===== src/rtl/brt_pkg.sv =====
package brt_pkg;

	localparam int VOLT_W   = 16;
	localparam int EST_W    = 24;
	localparam int VAR_W    = 18;
	localparam int GAIN_W   = 17;
	localparam int WIN_W    = 8;
	localparam int TIME_W   = 24;
	localparam int CFG_IDX_W  = 3;
	localparam int CFG_DATA_W = 16;

	// shared divider sizes
	localparam int DSR_W  = 25;
	localparam int DVD_W  = 34;
	localparam int STEP_W = 6;

	// multiplier operand and product sizes
	localparam int MUL_A_W = 17;
	localparam int MUL_B_W = 25;
	localparam int PROD_W  = MUL_A_W + MUL_B_W;

	localparam logic [CFG_IDX_W-1:0] CFG_PROCESS_NOISE     = 3'd0;
	localparam logic [CFG_IDX_W-1:0] CFG_MEASUREMENT_NOISE = 3'd1;
	localparam logic [CFG_IDX_W-1:0] CFG_FULL_VOLTAGE      = 3'd2;
	localparam logic [CFG_IDX_W-1:0] CFG_EMPTY_VOLTAGE     = 3'd3;
	localparam logic [CFG_IDX_W-1:0] CFG_WINDOW_LENGTH     = 3'd4;
	localparam logic [CFG_IDX_W-1:0] CFG_STEP_FRACTION     = 3'd5;

	localparam logic [15:0] RST_PROCESS_NOISE     = 16'd1442;
	localparam logic [15:0] RST_MEASUREMENT_NOISE = 16'd40436;
	localparam logic [15:0] RST_FULL_VOLTAGE      = 16'd3226;
	localparam logic [15:0] RST_EMPTY_VOLTAGE     = 16'd2842;
	localparam logic [7:0]  RST_WINDOW_LENGTH     = 8'd5;
	localparam logic [15:0] RST_STEP_FRACTION     = 16'd6554;

	localparam logic [STEP_W-1:0] GAIN_STEPS = 6'd17;
	localparam logic [STEP_W-1:0] TIME_STEPS = 6'd34;

	typedef struct packed {
		logic              start;
		logic [STEP_W-1:0] steps;
		logic [DSR_W-1:0]  rem;
		logic [DVD_W-1:0]  dvd;
		logic [DSR_W-1:0]  dsr;
	} div_req_t;

	typedef struct packed {
		logic             done;
		logic [DVD_W-1:0] quo;
	} div_rsp_t;

endpackage


===== src/rtl/kalman_battery_runtime_estimator.sv =====
// Battery runtime estimator with a scalar Kalman filter per channel.
// Input stream: s_tdata carries the voltage sample (Q8.8), s_tuser the channel.
// A word is taken when s_tvalid and s_tready are high at a clock edge; s_tready
// is high only while the sequencer is idle.
// Output stream: one word per input word, filtered voltage and remaining time
// in m_tdata, channel and saturation flag in m_tuser, held until m_tready.
// Each word passes from acceptance to the output register through one
// 17-step gain division and one 34-step time division in the single
// restoring divider, plus a shared multiplier used three times, one pass each.
// A zero gain denominator skips the first division; a zero distance to full
// voltage, a zero slope, a negative projection or an early overflow skips the
// second. A new word is taken only after the result of the last one sits in
// the output register; if the receiver stalls, a finished result waits in the
// sequencer until the output register frees up.
// Configuration uses cfg_write, cfg_index and cfg_data, one register a cycle,
// and must only change while the block is idle.
// Reset clears the filter state of all channels and loads the default
// noise, voltage, window and step settings.
module kalman_battery_runtime_estimator
	import brt_pkg::*;
#(
	parameter int CHANNELS = 2
) (
	input  logic                  clk,
	input  logic                  arst_n,
	input  logic                  s_tvalid,
	output logic                  s_tready,
	input  logic [15:0]           s_tdata,   // voltage_sample
	input  logic [0:0]            s_tuser,   // channel
	output logic                  m_tvalid,
	input  logic                  m_tready,
	output logic [39:0]           m_tdata,   // filtered_voltage, remaining_time
	output logic [1:0]            m_tuser,   // channel_out, time_saturated
	input  logic                  cfg_write,
	input  logic [CFG_IDX_W-1:0]  cfg_index,
	input  logic [CFG_DATA_W-1:0] cfg_data
);

	localparam int CH_W = (CHANNELS > 1) ? $clog2(CHANNELS) : 1;
	localparam logic [CH_W-1:0] LAST_CH = CH_W'(CHANNELS - 1);

	typedef enum logic [3:0] {
		S_IDLE, S_LOAD, S_SUM, S_KDIV, S_KWAIT, S_KMUL, S_XUPD,
		S_PUPD, S_PROJ, S_PWAIT, S_TIME, S_DONE
	} state_t;

	state_t state_q;

	logic [15:0] q_noise_q, r_noise_q, full_q, empty_q, step_q;
	logic [7:0]  win_q;

	logic [EST_W-1:0] est_q [CHANNELS];
	logic [VAR_W-1:0] var_q [CHANNELS];

	logic [CH_W-1:0]    ch_q;
	logic               chbit_q;
	logic [VOLT_W-1:0]  z_q;
	logic [EST_W-1:0]   x_q;
	logic [VAR_W-1:0]   pt_q;
	logic [VAR_W:0]     sum_q;
	logic               dneg_q;
	logic [EST_W-1:0]   mag_q;
	logic [GAIN_W-1:0]  k_q;
	logic [PROD_W-1:0]  prod_q;
	logic [DSR_W:0]     den_q;
	logic               opp_q;
	logic [VOLT_W-1:0]  fv_q;
	logic [DVD_W:0]     t_q;
	logic [TIME_W-1:0]  time_q;
	logic               sat_q;

	logic               m_tvalid_q;
	logic [39:0]        m_tdata_q;
	logic [1:0]         m_tuser_q;

	logic [MUL_A_W-1:0] mul_a;
	logic [MUL_B_W-1:0] mul_b;

	div_req_t div_req;
	div_rsp_t div_rsp;

	logic [CH_W-1:0]   ch_sel;
	logic [WIN_W-1:0]  w;
	logic [VAR_W:0]    pt_sum;
	logic [VAR_W-1:0]  pt_sat;
	logic [EST_W:0]    diff;
	logic [PROD_W-1:0] prod_rnd;
	logic [EST_W-1:0]  adj;
	logic [EST_W-1:0]  x_new;
	logic [VAR_W-1:0]  p_new;
	logic [EST_W:0]    x_rnd;
	logic [DSR_W:0]    den;
	logic [VOLT_W:0]   dv;
	logic [VOLT_W-1:0] dv_mag;
	logic [DSR_W-1:0]  ud;
	logic [23:0]       span;
	logic              early_ovf;
	logic [DSR_W-1:0]  offs;
	logic [DVD_W:0]    t_new;
	logic [DVD_W:0]    t_rnd;

	always_comb begin
		ch_sel = (32'(s_tuser[0]) >= CHANNELS) ? LAST_CH : CH_W'(s_tuser[0]);
		w      = (win_q == '0) ? WIN_W'(1) : win_q;
		pt_sum = {1'b0, var_q[ch_q]} + {3'b0, q_noise_q};
		pt_sat = pt_sum[VAR_W] ? {VAR_W{1'b1}} : pt_sum[VAR_W-1:0];
		diff   = {1'b0, z_q, 8'b0} - {1'b0, x_q};
		prod_rnd = prod_q + PROD_W'(32768);
		adj    = prod_rnd[39:16];
		x_new  = dneg_q ? (x_q - adj) : (x_q + adj);
		p_new  = prod_rnd[33:16];
		x_rnd  = {1'b0, x_q} + (EST_W + 1)'(128);
		den    = {2'b0, full_q, 8'b0} - {2'b0, x_q};
		dv     = {1'b0, full_q} - {1'b0, empty_q};
		dv_mag = dv[VOLT_W] ? VOLT_W'(-dv) : dv[VOLT_W-1:0];
		ud     = den_q[DSR_W] ? DSR_W'(-den_q) : den_q[DSR_W-1:0];
		span   = prod_q[23:0];
		early_ovf = {11'b0, span[23:10]} >= ud;
		offs   = {1'b0, w, 16'b0} + {9'b0, step_q};
		t_new  = {1'b0, div_rsp.quo} - {10'b0, offs};
		t_rnd  = t_q + (DVD_W + 1)'(128);
	end

	// operand select for the shared multiplier
	always_comb begin
		mul_a = '0;
		mul_b = '0;
		case (state_q)
			S_KMUL: begin
				mul_a = k_q;
				mul_b = {1'b0, mag_q};
			end
			S_XUPD: begin
				mul_a = GAIN_W'(65536) - k_q;
				mul_b = {7'b0, pt_q};
			end
			S_PUPD: begin
				mul_a = {1'b0, dv_mag};
				mul_b = {17'b0, w};
			end
			default: begin
				mul_a = '0;
				mul_b = '0;
			end
		endcase
	end

	always_comb begin
		div_req = '0;
		case (state_q)
			S_KDIV: begin
				div_req.start = (sum_q != '0);
				div_req.steps = GAIN_STEPS;
				div_req.rem   = {8'b0, pt_q[VAR_W-1:1]};
				div_req.dvd   = {pt_q[0], 33'b0};
				div_req.dsr   = {6'b0, sum_q};
			end
			S_PROJ: begin
				div_req.start = (den_q != '0) && !opp_q && (span != '0) && !early_ovf;
				div_req.steps = TIME_STEPS;
				div_req.rem   = {11'b0, span[23:10]};
				div_req.dvd   = {span[9:0], 24'b0};
				div_req.dsr   = ud;
			end
			default: div_req = '0;
		endcase
	end

	brt_divider u_div (
		.clk    (clk),
		.arst_n (arst_n),
		.req    (div_req),
		.rsp    (div_rsp)
	);

	always_ff @(posedge clk) begin
		prod_q <= PROD_W'(mul_a) * PROD_W'(mul_b);
	end

	always_ff @(posedge clk or negedge arst_n) begin
		if (!arst_n) begin
			q_noise_q <= RST_PROCESS_NOISE;
			r_noise_q <= RST_MEASUREMENT_NOISE;
			full_q    <= RST_FULL_VOLTAGE;
			empty_q   <= RST_EMPTY_VOLTAGE;
			win_q     <= RST_WINDOW_LENGTH;
			step_q    <= RST_STEP_FRACTION;
		end else if (cfg_write) begin
			case (cfg_index)
				CFG_PROCESS_NOISE:     q_noise_q <= cfg_data;
				CFG_MEASUREMENT_NOISE: r_noise_q <= cfg_data;
				CFG_FULL_VOLTAGE:      full_q    <= cfg_data;
				CFG_EMPTY_VOLTAGE:     empty_q   <= cfg_data;
				CFG_WINDOW_LENGTH:     win_q     <= cfg_data[WIN_W-1:0];
				CFG_STEP_FRACTION:     step_q    <= cfg_data;
				default: ;
			endcase
		end
	end

	always_ff @(posedge clk or negedge arst_n) begin
		if (!arst_n) begin
			state_q    <= S_IDLE;
			m_tvalid_q <= 1'b0;
			for (int i = 0; i < CHANNELS; i++) begin
				est_q[i] <= '0;
				var_q[i] <= '0;
			end
		end else begin
			if (m_tvalid_q && m_tready && state_q != S_DONE) begin
				m_tvalid_q <= 1'b0;
			end
			case (state_q)
				S_IDLE: begin
					if (s_tvalid) begin
						ch_q    <= ch_sel;
						chbit_q <= s_tuser[0];
						z_q     <= s_tdata;
						state_q <= S_LOAD;
					end
				end
				S_LOAD: begin
					x_q     <= est_q[ch_q];
					pt_q    <= pt_sat;
					state_q <= S_SUM;
				end
				S_SUM: begin
					sum_q   <= {1'b0, pt_q} + {3'b0, r_noise_q};
					dneg_q  <= diff[EST_W];
					mag_q   <= diff[EST_W] ? EST_W'(-diff) : diff[EST_W-1:0];
					state_q <= S_KDIV;
				end
				S_KDIV: begin
					if (sum_q == '0) begin
						k_q     <= '0;
						state_q <= S_KMUL;
					end else begin
						state_q <= S_KWAIT;
					end
				end
				S_KWAIT: begin
					if (div_rsp.done) begin
						k_q     <= div_rsp.quo[GAIN_W-1:0];
						state_q <= S_KMUL;
					end
				end
				S_KMUL: begin
					state_q <= S_XUPD;
				end
				S_XUPD: begin
					x_q     <= x_new;
					state_q <= S_PUPD;
				end
				S_PUPD: begin
					est_q[ch_q] <= x_q;
					var_q[ch_q] <= p_new;
					fv_q    <= x_rnd[EST_W] ? {VOLT_W{1'b1}} : x_rnd[EST_W-1:8];
					den_q   <= den;
					opp_q   <= dv[VOLT_W] ^ den[DSR_W];
					state_q <= S_PROJ;
				end
				S_PROJ: begin
					if (den_q == '0 || (!opp_q && span != '0 && early_ovf)) begin
						time_q  <= {TIME_W{1'b1}};
						sat_q   <= 1'b1;
						state_q <= S_DONE;
					end else if (opp_q || span == '0) begin
						time_q  <= '0;
						sat_q   <= 1'b0;
						state_q <= S_DONE;
					end else begin
						state_q <= S_PWAIT;
					end
				end
				S_PWAIT: begin
					if (div_rsp.done) begin
						t_q     <= t_new;
						state_q <= S_TIME;
					end
				end
				S_TIME: begin
					if (t_q[DVD_W]) begin
						time_q <= '0;
						sat_q  <= 1'b0;
					end else if (t_rnd[DVD_W:32] != '0) begin
						time_q <= {TIME_W{1'b1}};
						sat_q  <= 1'b1;
					end else begin
						time_q <= t_rnd[31:8];
						sat_q  <= 1'b0;
					end
					state_q <= S_DONE;
				end
				S_DONE: begin
					if (!m_tvalid_q || m_tready) begin
						m_tvalid_q <= 1'b1;
						m_tdata_q  <= {time_q, fv_q};
						m_tuser_q  <= {sat_q, chbit_q};
						state_q    <= S_IDLE;
					end
				end
				default: state_q <= S_IDLE;
			endcase
		end
	end

	assign s_tready = (state_q == S_IDLE);
	assign m_tvalid = m_tvalid_q;
	assign m_tdata  = m_tdata_q;
	assign m_tuser  = m_tuser_q;

endmodule


===== src/rtl/brt_divider.sv =====
module brt_divider
	import brt_pkg::*;
(
	input  logic     clk,
	input  logic     arst_n,
	input  div_req_t req,
	output div_rsp_t rsp
);

	logic [DSR_W-1:0]  rem_q;
	logic [DSR_W-1:0]  dsr_q;
	logic [DVD_W-1:0]  dvd_q;
	logic [DVD_W-1:0]  quo_q;
	logic [STEP_W-1:0] cnt_q;
	logic              busy_q;
	logic              done_q;

	logic [DSR_W:0]   shifted;
	logic [DSR_W+1:0] trial;
	logic             borrow;

	// one restoring step: shift in the next dividend bit, try a subtract
	always_comb begin
		shifted = {rem_q, dvd_q[DVD_W-1]};
		trial   = {1'b0, shifted} - {2'b0, dsr_q};
		borrow  = trial[DSR_W+1];
	end

	always_ff @(posedge clk or negedge arst_n) begin
		if (!arst_n) begin
			busy_q <= 1'b0;
			done_q <= 1'b0;
			cnt_q  <= '0;
		end else begin
			done_q <= 1'b0;
			if (req.start) begin
				rem_q  <= req.rem;
				dvd_q  <= req.dvd;
				dsr_q  <= req.dsr;
				quo_q  <= '0;
				cnt_q  <= req.steps;
				busy_q <= 1'b1;
			end else if (busy_q) begin
				rem_q <= borrow ? shifted[DSR_W-1:0] : trial[DSR_W-1:0];
				quo_q <= {quo_q[DVD_W-2:0], ~borrow};
				dvd_q <= {dvd_q[DVD_W-2:0], 1'b0};
				cnt_q <= cnt_q - 1'b1;
				if (cnt_q == STEP_W'(1)) begin
					busy_q <= 1'b0;
					done_q <= 1'b1;
				end
			end
		end
	end

	assign rsp.done = done_q;
	assign rsp.quo  = quo_q;

endmodule

===== config.mk =====
export PLATFORM = sky130hd
export DESIGN_NAME = kalman_battery_runtime_estimator
export DESIGN_NICKNAME = d
export VERILOG_FILES = /design/src/rtl/brt_pkg.sv /design/src/rtl/kalman_battery_runtime_estimator.sv /design/src/rtl/brt_divider.sv
export SDC_FILE = /design/constraint.sdc
export NUM_CORES = 2
export LEC_CHECK = 0
export BUFFER_PORTS_ARGS = -buffer_cell sky130_fd_sc_hd__clkbuf_2
export CAP_MARGIN = 20
export CORE_UTILIZATION = 65
export CTS_CLUSTER_SIZE = 25
export DETAILED_ROUTE_END_ITERATION = 16
export PLACE_DENSITY_LB_ADDON = 0.3
export SLEW_MARGIN = 20
export SYNTH_ARGS = -nofsm -noshare
export SYNTH_HDL_FRONTEND = slang
export SYNTH_SLANG_ARGS = --single-unit

===== constraint.sdc =====
create_clock -name clk -period 10.45 [get_ports clk]
set_clock_uncertainty 0.15 [all_clocks]
set_input_delay 2.6125 -clock clk [delete_from_list [all_inputs] [get_ports clk]]
set_output_delay 2.6125 -clock clk [all_outputs]
set_load 0.01 [all_outputs]

# Word-level counts from Yosys, hierarchy flattened

Cells that the tools add are included.

Latch bits: 0
Memory bits (writable): 0
Memories kept: 0
Bits in read-only memories: 0
Word-level logic and storage cells: 190
Flip-flop bits (word level): 607

$lt $le $gt $ge: 3
Equality and inequality tests: 24
Div/mod/pow operators: 0
Bitwise operators: 3
Reduce and logical (&&, ||, !) cells: 46
Mux-type cells: 59
$mul: 1
Add/subtract/negate cells: 18
Shift-type cells: 0

Operator list:

| kind                                                             | count |
|---|---|
| 24-bit 2-to-1 mux                                                | 10 |
| 91-bit case mux with 2 select lines                              | 1 |
| 34-bit 2-to-1 mux                                                | 3 |
| 25-bit 2-to-1 mux                                                | 4 |
| 24-bit case mux with 2 select lines                              | 2 |
| 18-bit 2-to-1 mux                                                | 4 |
| 24-bit case mux with 3 select lines                              | 1 |
| 17-bit case mux with 3 select lines                              | 1 |
| 24-bit by 24-bit subtractor with 25-bit output                   | 2 |
| 48-bit bitwise mux                                               | 1 |
| 4-bit case mux with 12 select lines                              | 1 |
| 40-bit by 16-bit adder with 40-bit output, second input constant | 1 |
| 17-bit by 24-bit multiplier with 40-bit output                   | 1 |
| 18-bit by 16-bit adder with 19-bit output                        | 2 |
| 36-bit bitwise mux                                               | 1 |
| 35-bit by 8-bit adder with 35-bit output, second input constant  | 1 |
| 34-bit by 25-bit subtractor with 35-bit output                   | 1 |
| 17-bit 2-to-1 mux                                                | 2 |
| 17-bit case mux with 2 select lines                              | 1 |
| 26-bit by 25-bit subtractor with 27-bit output                   | 1 |
| 26-bit logical NOT                                               | 1 |
| 26-bit nonzero test                                              | 1 |
| 24-bit by 16-bit adder with 25-bit output                        | 1 |
| 24-bit by 8-bit adder with 25-bit output, second input constant  | 1 |
| other kinds (50)                                                 | 109 |

# Depth between registers and ports, before layout

Word-level depth: 8
Depth in mapped cells: 37

# Modules after synthesis

From an unflattened synthesis, not the netlist that was laid out.

Cells, all modules: 4813
Area total of the unflattened synthesis: 47356.7 µm²

Modules (own cells, without submodules):

| module                           | cells each | area each (µm²) | instances | seq. area each (µm²) |
|---|---|---|---|---|
| kalman_battery_runtime_estimator | 4227       | 40462.6         | 1         | 12992.5 |
| brt_divider                      | 586        | 6894.1          | 1         | 3743.6 |

# Worst setup path after synthesis

Ideal clock, no wire load.

Path kind: reg2reg
From: register empty_q[1]
To: register prod_q[37]
Stages on the path, launching flop included: 33
Slack: 1.545 ns
Required time: 10.228 ns
Arrival: 8.683 ns
Setup time: 0.072 ns
Cell sequence: dfstp_2 inv_1 ha_1 nor2b_1 o31a_1 o31ai_1 o21ai_0 a311oi_1 o21bai_1 xnor2_1 a31o_2 buf_1 nor2_1 a221oi_2 fa_1 fa_1 inv_1 fa_1 fa_1 fa_1 inv_1 fa_1 inv_1 ha_1 a21o_1 a21oi_1 o21ai_0 a31oi_1 a21oi_1 o311a_1 a311o_1 a21oi_1 xnor2_1

Cells in the longest elaborated chain, start to end: 5

Ends and longest elaborated chain:

| item                                               | RTL line                                | text |
|---|---|---|
| start: declaration                                 | kalman_battery_runtime_estimator.sv:49  | `logic [15:0] q_noise_q, r_noise_q, full_q, empty_q, step_q;` |
| start signal: assignment                           | kalman_battery_runtime_estimator.sv:193 | `CFG_EMPTY_VOLTAGE: empty_q <= cfg_data;` |
| 16-bit by 16-bit subtractor with 17-bit output (*) | kalman_battery_runtime_estimator.sv:114 | `dv = {1'b0, full_q} - {1'b0, empty_q};` |
| 16-bit negator                                     | kalman_battery_runtime_estimator.sv:115 | `dv_mag = dv[VOLT_W] ? VOLT_W'(-dv) : dv[VOLT_W-1:0];` |
| 16-bit 2-to-1 mux (*)                              | kalman_battery_runtime_estimator.sv:115 |  |
| 17-bit case mux with 3 select lines (*)            | kalman_battery_runtime_estimator.sv:128 | `case (state_q)` |
| 17-bit by 24-bit multiplier with 40-bit output (*) | kalman_battery_runtime_estimator.sv:177 | `prod_q <= PROD_W'(mul_a) * PROD_W'(mul_b);` |
| end signal: assignment                             | kalman_battery_runtime_estimator.sv:177 |  |
| end: declaration                                   | kalman_battery_runtime_estimator.sv:64  | `logic [PROD_W-1:0] prod_q;` |

Mark *: on every way between the ends. The rest lies on a longest branch, timed or not.
A chain may end at the register's enable or synchronous reset.

# Final worst setup path

From: register full_q[0]
To: register prod_q[38]

Cells in the longest elaborated chain, start to end: 5

Ends and longest elaborated chain:

| item                                               | RTL line                                | text |
|---|---|---|
| start: declaration                                 | kalman_battery_runtime_estimator.sv:49  |  |
| start signal: assignment                           | kalman_battery_runtime_estimator.sv:192 | `CFG_FULL_VOLTAGE: full_q <= cfg_data;` |
| 16-bit by 16-bit subtractor with 17-bit output (*) | kalman_battery_runtime_estimator.sv:114 |  |
| 16-bit negator                                     | kalman_battery_runtime_estimator.sv:115 |  |
| 16-bit 2-to-1 mux (*)                              | kalman_battery_runtime_estimator.sv:115 |  |
| 17-bit case mux with 3 select lines (*)            | kalman_battery_runtime_estimator.sv:128 |  |
| 17-bit by 24-bit multiplier with 40-bit output (*) | kalman_battery_runtime_estimator.sv:177 |  |

Marks and branches as above.

==> out/metrics.json <==
{
  "status": {"value": "complete, no violations"},
  "layout-drive-gt1-share": {"value": 10.7, "unit": "%"},
  "floorplan.die_area": {"value": 72300, "unit": "µm²"},
  "busiest_layer": {"value": "met2"},
  "crit_top_cell": {"value": "fa_1"},
  "p_int": {"value": 7.38, "unit": "mW"},
  "route.final.wire_length": {"value": 128000, "unit": "µm"},
  "synthesis.yosys.warnings": {"value": 0},
  "grt_pass1_vias": {"value": 35000},
  "rsz0062_at_grt": {"value": "false"},
  "setup.worst_path.start_class": {"value": "flip-flop"},
  "cpPeakStageDelay": {"value": 0.54, "unit": "ns"},
  "synth.area.top_cells": {"value": "edfxtp_1, fa_1, ha_1"},
  "dr_total_vias": {"value": 36000},
  "cts-root-buf": {"value": "clkbuf_16"},
  "timing_worst_slew_pin_value": {"value": 1.14, "unit": "ns"},
  "switching_share": {"value": 44.8, "unit": "%"},
  "num-fill-cells": {"value": 5109},
  "die-width": {"value": 269, "unit": "µm"},
  "drt_pass1_iterations": {"value": 7},
  "max_slew_margin": {"value": 23.6, "unit": "%"},
  "finalCritPeriodShare": {"value": 96.6, "unit": "%"},
  "asyncSetResetFlopFracSynth": {"value": 32.1, "unit": "%"},
  "cts_max_path_buffers": {"value": 3},
  "syn_inst_count": {"value": 4714},
  "initial_utilization": {"value": 65.9, "unit": "%"},
  "max-cap-violations": {"value": 0},
  "synth_area_per_cell": {"value": 9.82, "unit": "µm²"},
  "clock_power_share": {"value": 16.9, "unit": "%"},
  "criticalPathCategory": {"value": "reg -> reg"},
  "sequentialPowerShare": {"value": 28.5, "unit": "%"},
  "setup_viol_count_final": {"value": 0},
  "number_of_clock_sinks_seen_by_cts": {"value": 576},
  "placeableCoreArea": {"value": 70300, "unit": "µm²"},
  "core.rowCount": {"value": 97},
  "pwr_density_cell": {"value": 267, "unit": "nW/µm²"},
  "grt_first_pass_wirelength": {"value": 197000, "unit": "µm"},
  "finalSetupTns": {"value": 0, "unit": "ns"},
  "final_critical_path_required_period": {"value": 10.09, "unit": "ns"},
  "routabilityCongestion": {"value": 1.06},
  "ys_dominant_reg_cell": {"value": "edfxtp_1"},
  "ys_seq_elements": {"value": 576},
  "hpwlAfterDp": {"value": 97900, "unit": "µm"},
  "grt_usage": {"value": 36.0, "unit": "%"},
  "synth_top_area_share": {"value": 22.8, "unit": "%"},
  "grt_use_met1": {"value": 47.2, "unit": "%"},
  "cts_buffers": {"value": 60},
  "placed_cell_area": {"value": 48000, "unit": "µm²"},
  "yosys.cell_count.top_type": {"value": "inv_1"},
  "layout.nets": {"value": 5440},
  "total_switching_power": {"value": 5.99, "unit": "mW"},
  "grt_antenna_before_repair": {"value": 4},
  "netlist_area": {"value": 46300, "unit": "µm²"},
  "globalRouteOverflowTotal": {"value": 0},
  "area_delta_synth_final": {"value": 8.27, "unit": "%"},
  "vdd.ir_drop.worst": {"value": 260, "unit": "µV"},
  "synth_commonest_cells": {"value": "inv_1, nand2_1, edfxtp_1, fa_1, ha_1"},
  "synth.net_count": {"value": 5397},
  "hold_viol": {"value": 0},
  "htree_num_levels": {"value": 2},
  "num_io_pins": {"value": 85},
  "synth_top_area_cell": {"value": "edfxtp_1"},
  "synth-edff-count": {"value": 351},
  "met2_usage": {"value": 57.0, "unit": "%"},
  "achievable-frequency": {"value": 99.1, "unit": "MHz"},
  "worstHoldPathType": {"value": "reg -> reg"},
  "share_comb_of_total_power": {"value": 54.5, "unit": "%"},
  "timing.critical_path.slowest_stage_cell": {"value": "fa_1"},
  "timing.critical_path.to_type": {"value": "flip-flop"},
  "detail_route.vias_per_cell": {"value": 6.25},
  "final_antenna_violating_net_count": {"value": 0},
  "grt_max_degree": {"value": 80},
  "worst_skew_pair.late_latency": {"value": 0.64, "unit": "ns"},
  "slew_violations": {"value": 0},
  "wl_per_cell": {"value": 22.2, "unit": "µm"},
  "power.static_leakage": {"value": 22.3, "unit": "nW"},
  "slack_of_the_critical_path": {"value": 0.358, "unit": "ns"},
  "met3_grt_util": {"value": 6.12, "unit": "%"},
  "cts.reportedPaths.clkPinSlew": {"value": 0.07, "unit": "ns"},
  "synth-seq-area-share": {"value": 34.6, "unit": "%"},
  "drt_iter0_drc": {"value": 3460},
  "tritoncts": {"value": "built"},
  "design_area": {"value": 50100, "unit": "µm²"},
  "biggest_fanout_along_the_worst_timing_path": {"value": 13},
  "detailedPlace.worstSlack": {"value": 0.212, "unit": "ns"},
  "critical_path_arrival": {"value": 10.45, "unit": "ns"},
  "cp.required": {"value": 10.81, "unit": "ns"},
  "numPortBuffers": {"value": 84},
  "y_dimension_of_the_die": {"value": 269, "unit": "µm"},
  "yosys.cell_types.count": {"value": 85},
  "post-route-drc-count": {"value": 0}
}
## logic make-up after synthesis
kind of cell    share of synthesized area (%)
simple gates                             13.4
compound gates                           11.8
buf+inv                                  6.40
fa+ha+maj                                22.8
flops                                    34.6
xor+xnor                                 5.87
mux                                      5.13
## per-stage QoR
step | instances | util [%] | hold slack (ns) | total power, mW
floorplan | 4714 | - | 0.250 | 8.81
global placement | 5633 | 68.3 | 0.252 | 10.7
detailed placement | 5633 | 68.3 | 0.255 | 10.9
CTS | 5744 | 71.3 | 0.263 | 13.2
global route | 5748 | 71.3 | 0.262 | 14.2
finish | 5749 | 71.3 | 0.258 | 13.4
## power by group through the flow
stage | registers (mW) | clock network (mW) | logic [mW]
after global placement | 3.80 | 0 | 6.88
final | 3.81 | 2.27 | 7.29
after detailed placement | 3.82 | 0 | 7.06
after floorplan | 3.58 | 0 | 5.23
after CTS | 3.79 | 2.28 | 7.14
after global routing | 3.86 | 2.36 | 7.98
## critical path, delay by kind of cell, from the launching register on
family          cells  cell delay (ns)
simple gates        5             1.04
xor+xnor            1             0.44
buf+inv             9             0.97
flops               1             0.38
fa+ha+maj           9             3.88
compound gates     14             3.07
## cells in the final DEF (no fill, tap or decap), drive strengths merged, types with 21 or more instances in the layout
master / n
or3: 31
buf: 90
nand2b: 43
fa: 333
o21a: 36
xnor2: 174
ha: 309
xor2: 136
and2: 71
a22oi: 66
nand3: 63
mux2i: 82
o31ai: 28
and3: 40
dfstp: 36
nor2b: 34
nor2: 295
dfxtp: 40
clkbuf: 164
a211oi: 21
a21oi: 174
a21o: 63
o21ai: 260
inv: 594
edfxtp: 351
dfrtp: 149
nand4: 32
nand2: 526
a22o: 21
nor4: 49
mux2: 138
nor3: 101
## registers in the layout, indices dropped and copies added (netlist names), 10 cells and up
signal and cells:
est_q 48, m_tdata 40, prod_q 40, var_q 36
u_div.quo_q 34, t_q 28, den_q 25, u_div.dsr_q 25
u_div.rem_q 25, mag_q 24, time_q 24, x_q 24
sum_q 19, pt_q 18, k_q 17, empty_q 16
full_q 16, fv_q 16, q_noise_q 16, r_noise_q 16
step_q 16, z_q 16, u_div.dvd_q 10
## routing by layer
| layer | up-vias | wire length [µm] |
|---|---|---|
| met4 | 0 | 7830 |
| met3 | 368 | 11600 |
| met5 | - | 0 |
| met1 | 17700 | 49400 |
| met2 | 1725 | 58600 |
| li1 | 16200 | - |
## worst paths after layout
check | startpoint | cells after the start | slack (ns) | end
worst min-delay path | fv_q[8] | 0 | 0.26 | m_tdata[8]
worst min register to register | fv_q[8] | 0 | 0.26 | m_tdata[8]
min in group asynchronous | arst_n | 1 | 1.73 | est_q[13]
worst max-delay path | full_q[0] | 38 | 0.36 | prod_q[38]
worst max register to register | full_q[0] | 38 | 0.36 | prod_q[38]
max in group asynchronous | arst_n | 2 | 7.01 | full_q[15]
## final cells by class
| type | instances | area, µm² | area share, % |
|---|---|---|---|
| diodes | 3 | 7.51 | 0.0150 |
| well taps | 940 | 1180 | 2.35 |
| clock inverters | 30 | 349 | 0.696 |
| repair buffers | 173 | 1100 | 2.20 |
| multi-input cells | 3355 | 27500 | 54.9 |
| clock buffers | 81 | 1750 | 3.49 |
| flip-flops and latches | 576 | 16000 | 32.0 |
| inverters | 591 | 2220 | 4.43 |
## timing repair
item	4_1_cts	5_1_grt
hold buffers	0	0
gates resized for setup	0	5
buffers inserted	0	1
setup endpoints to repair	0	7
Note: power is estimated with default switching activity, not from simulation.
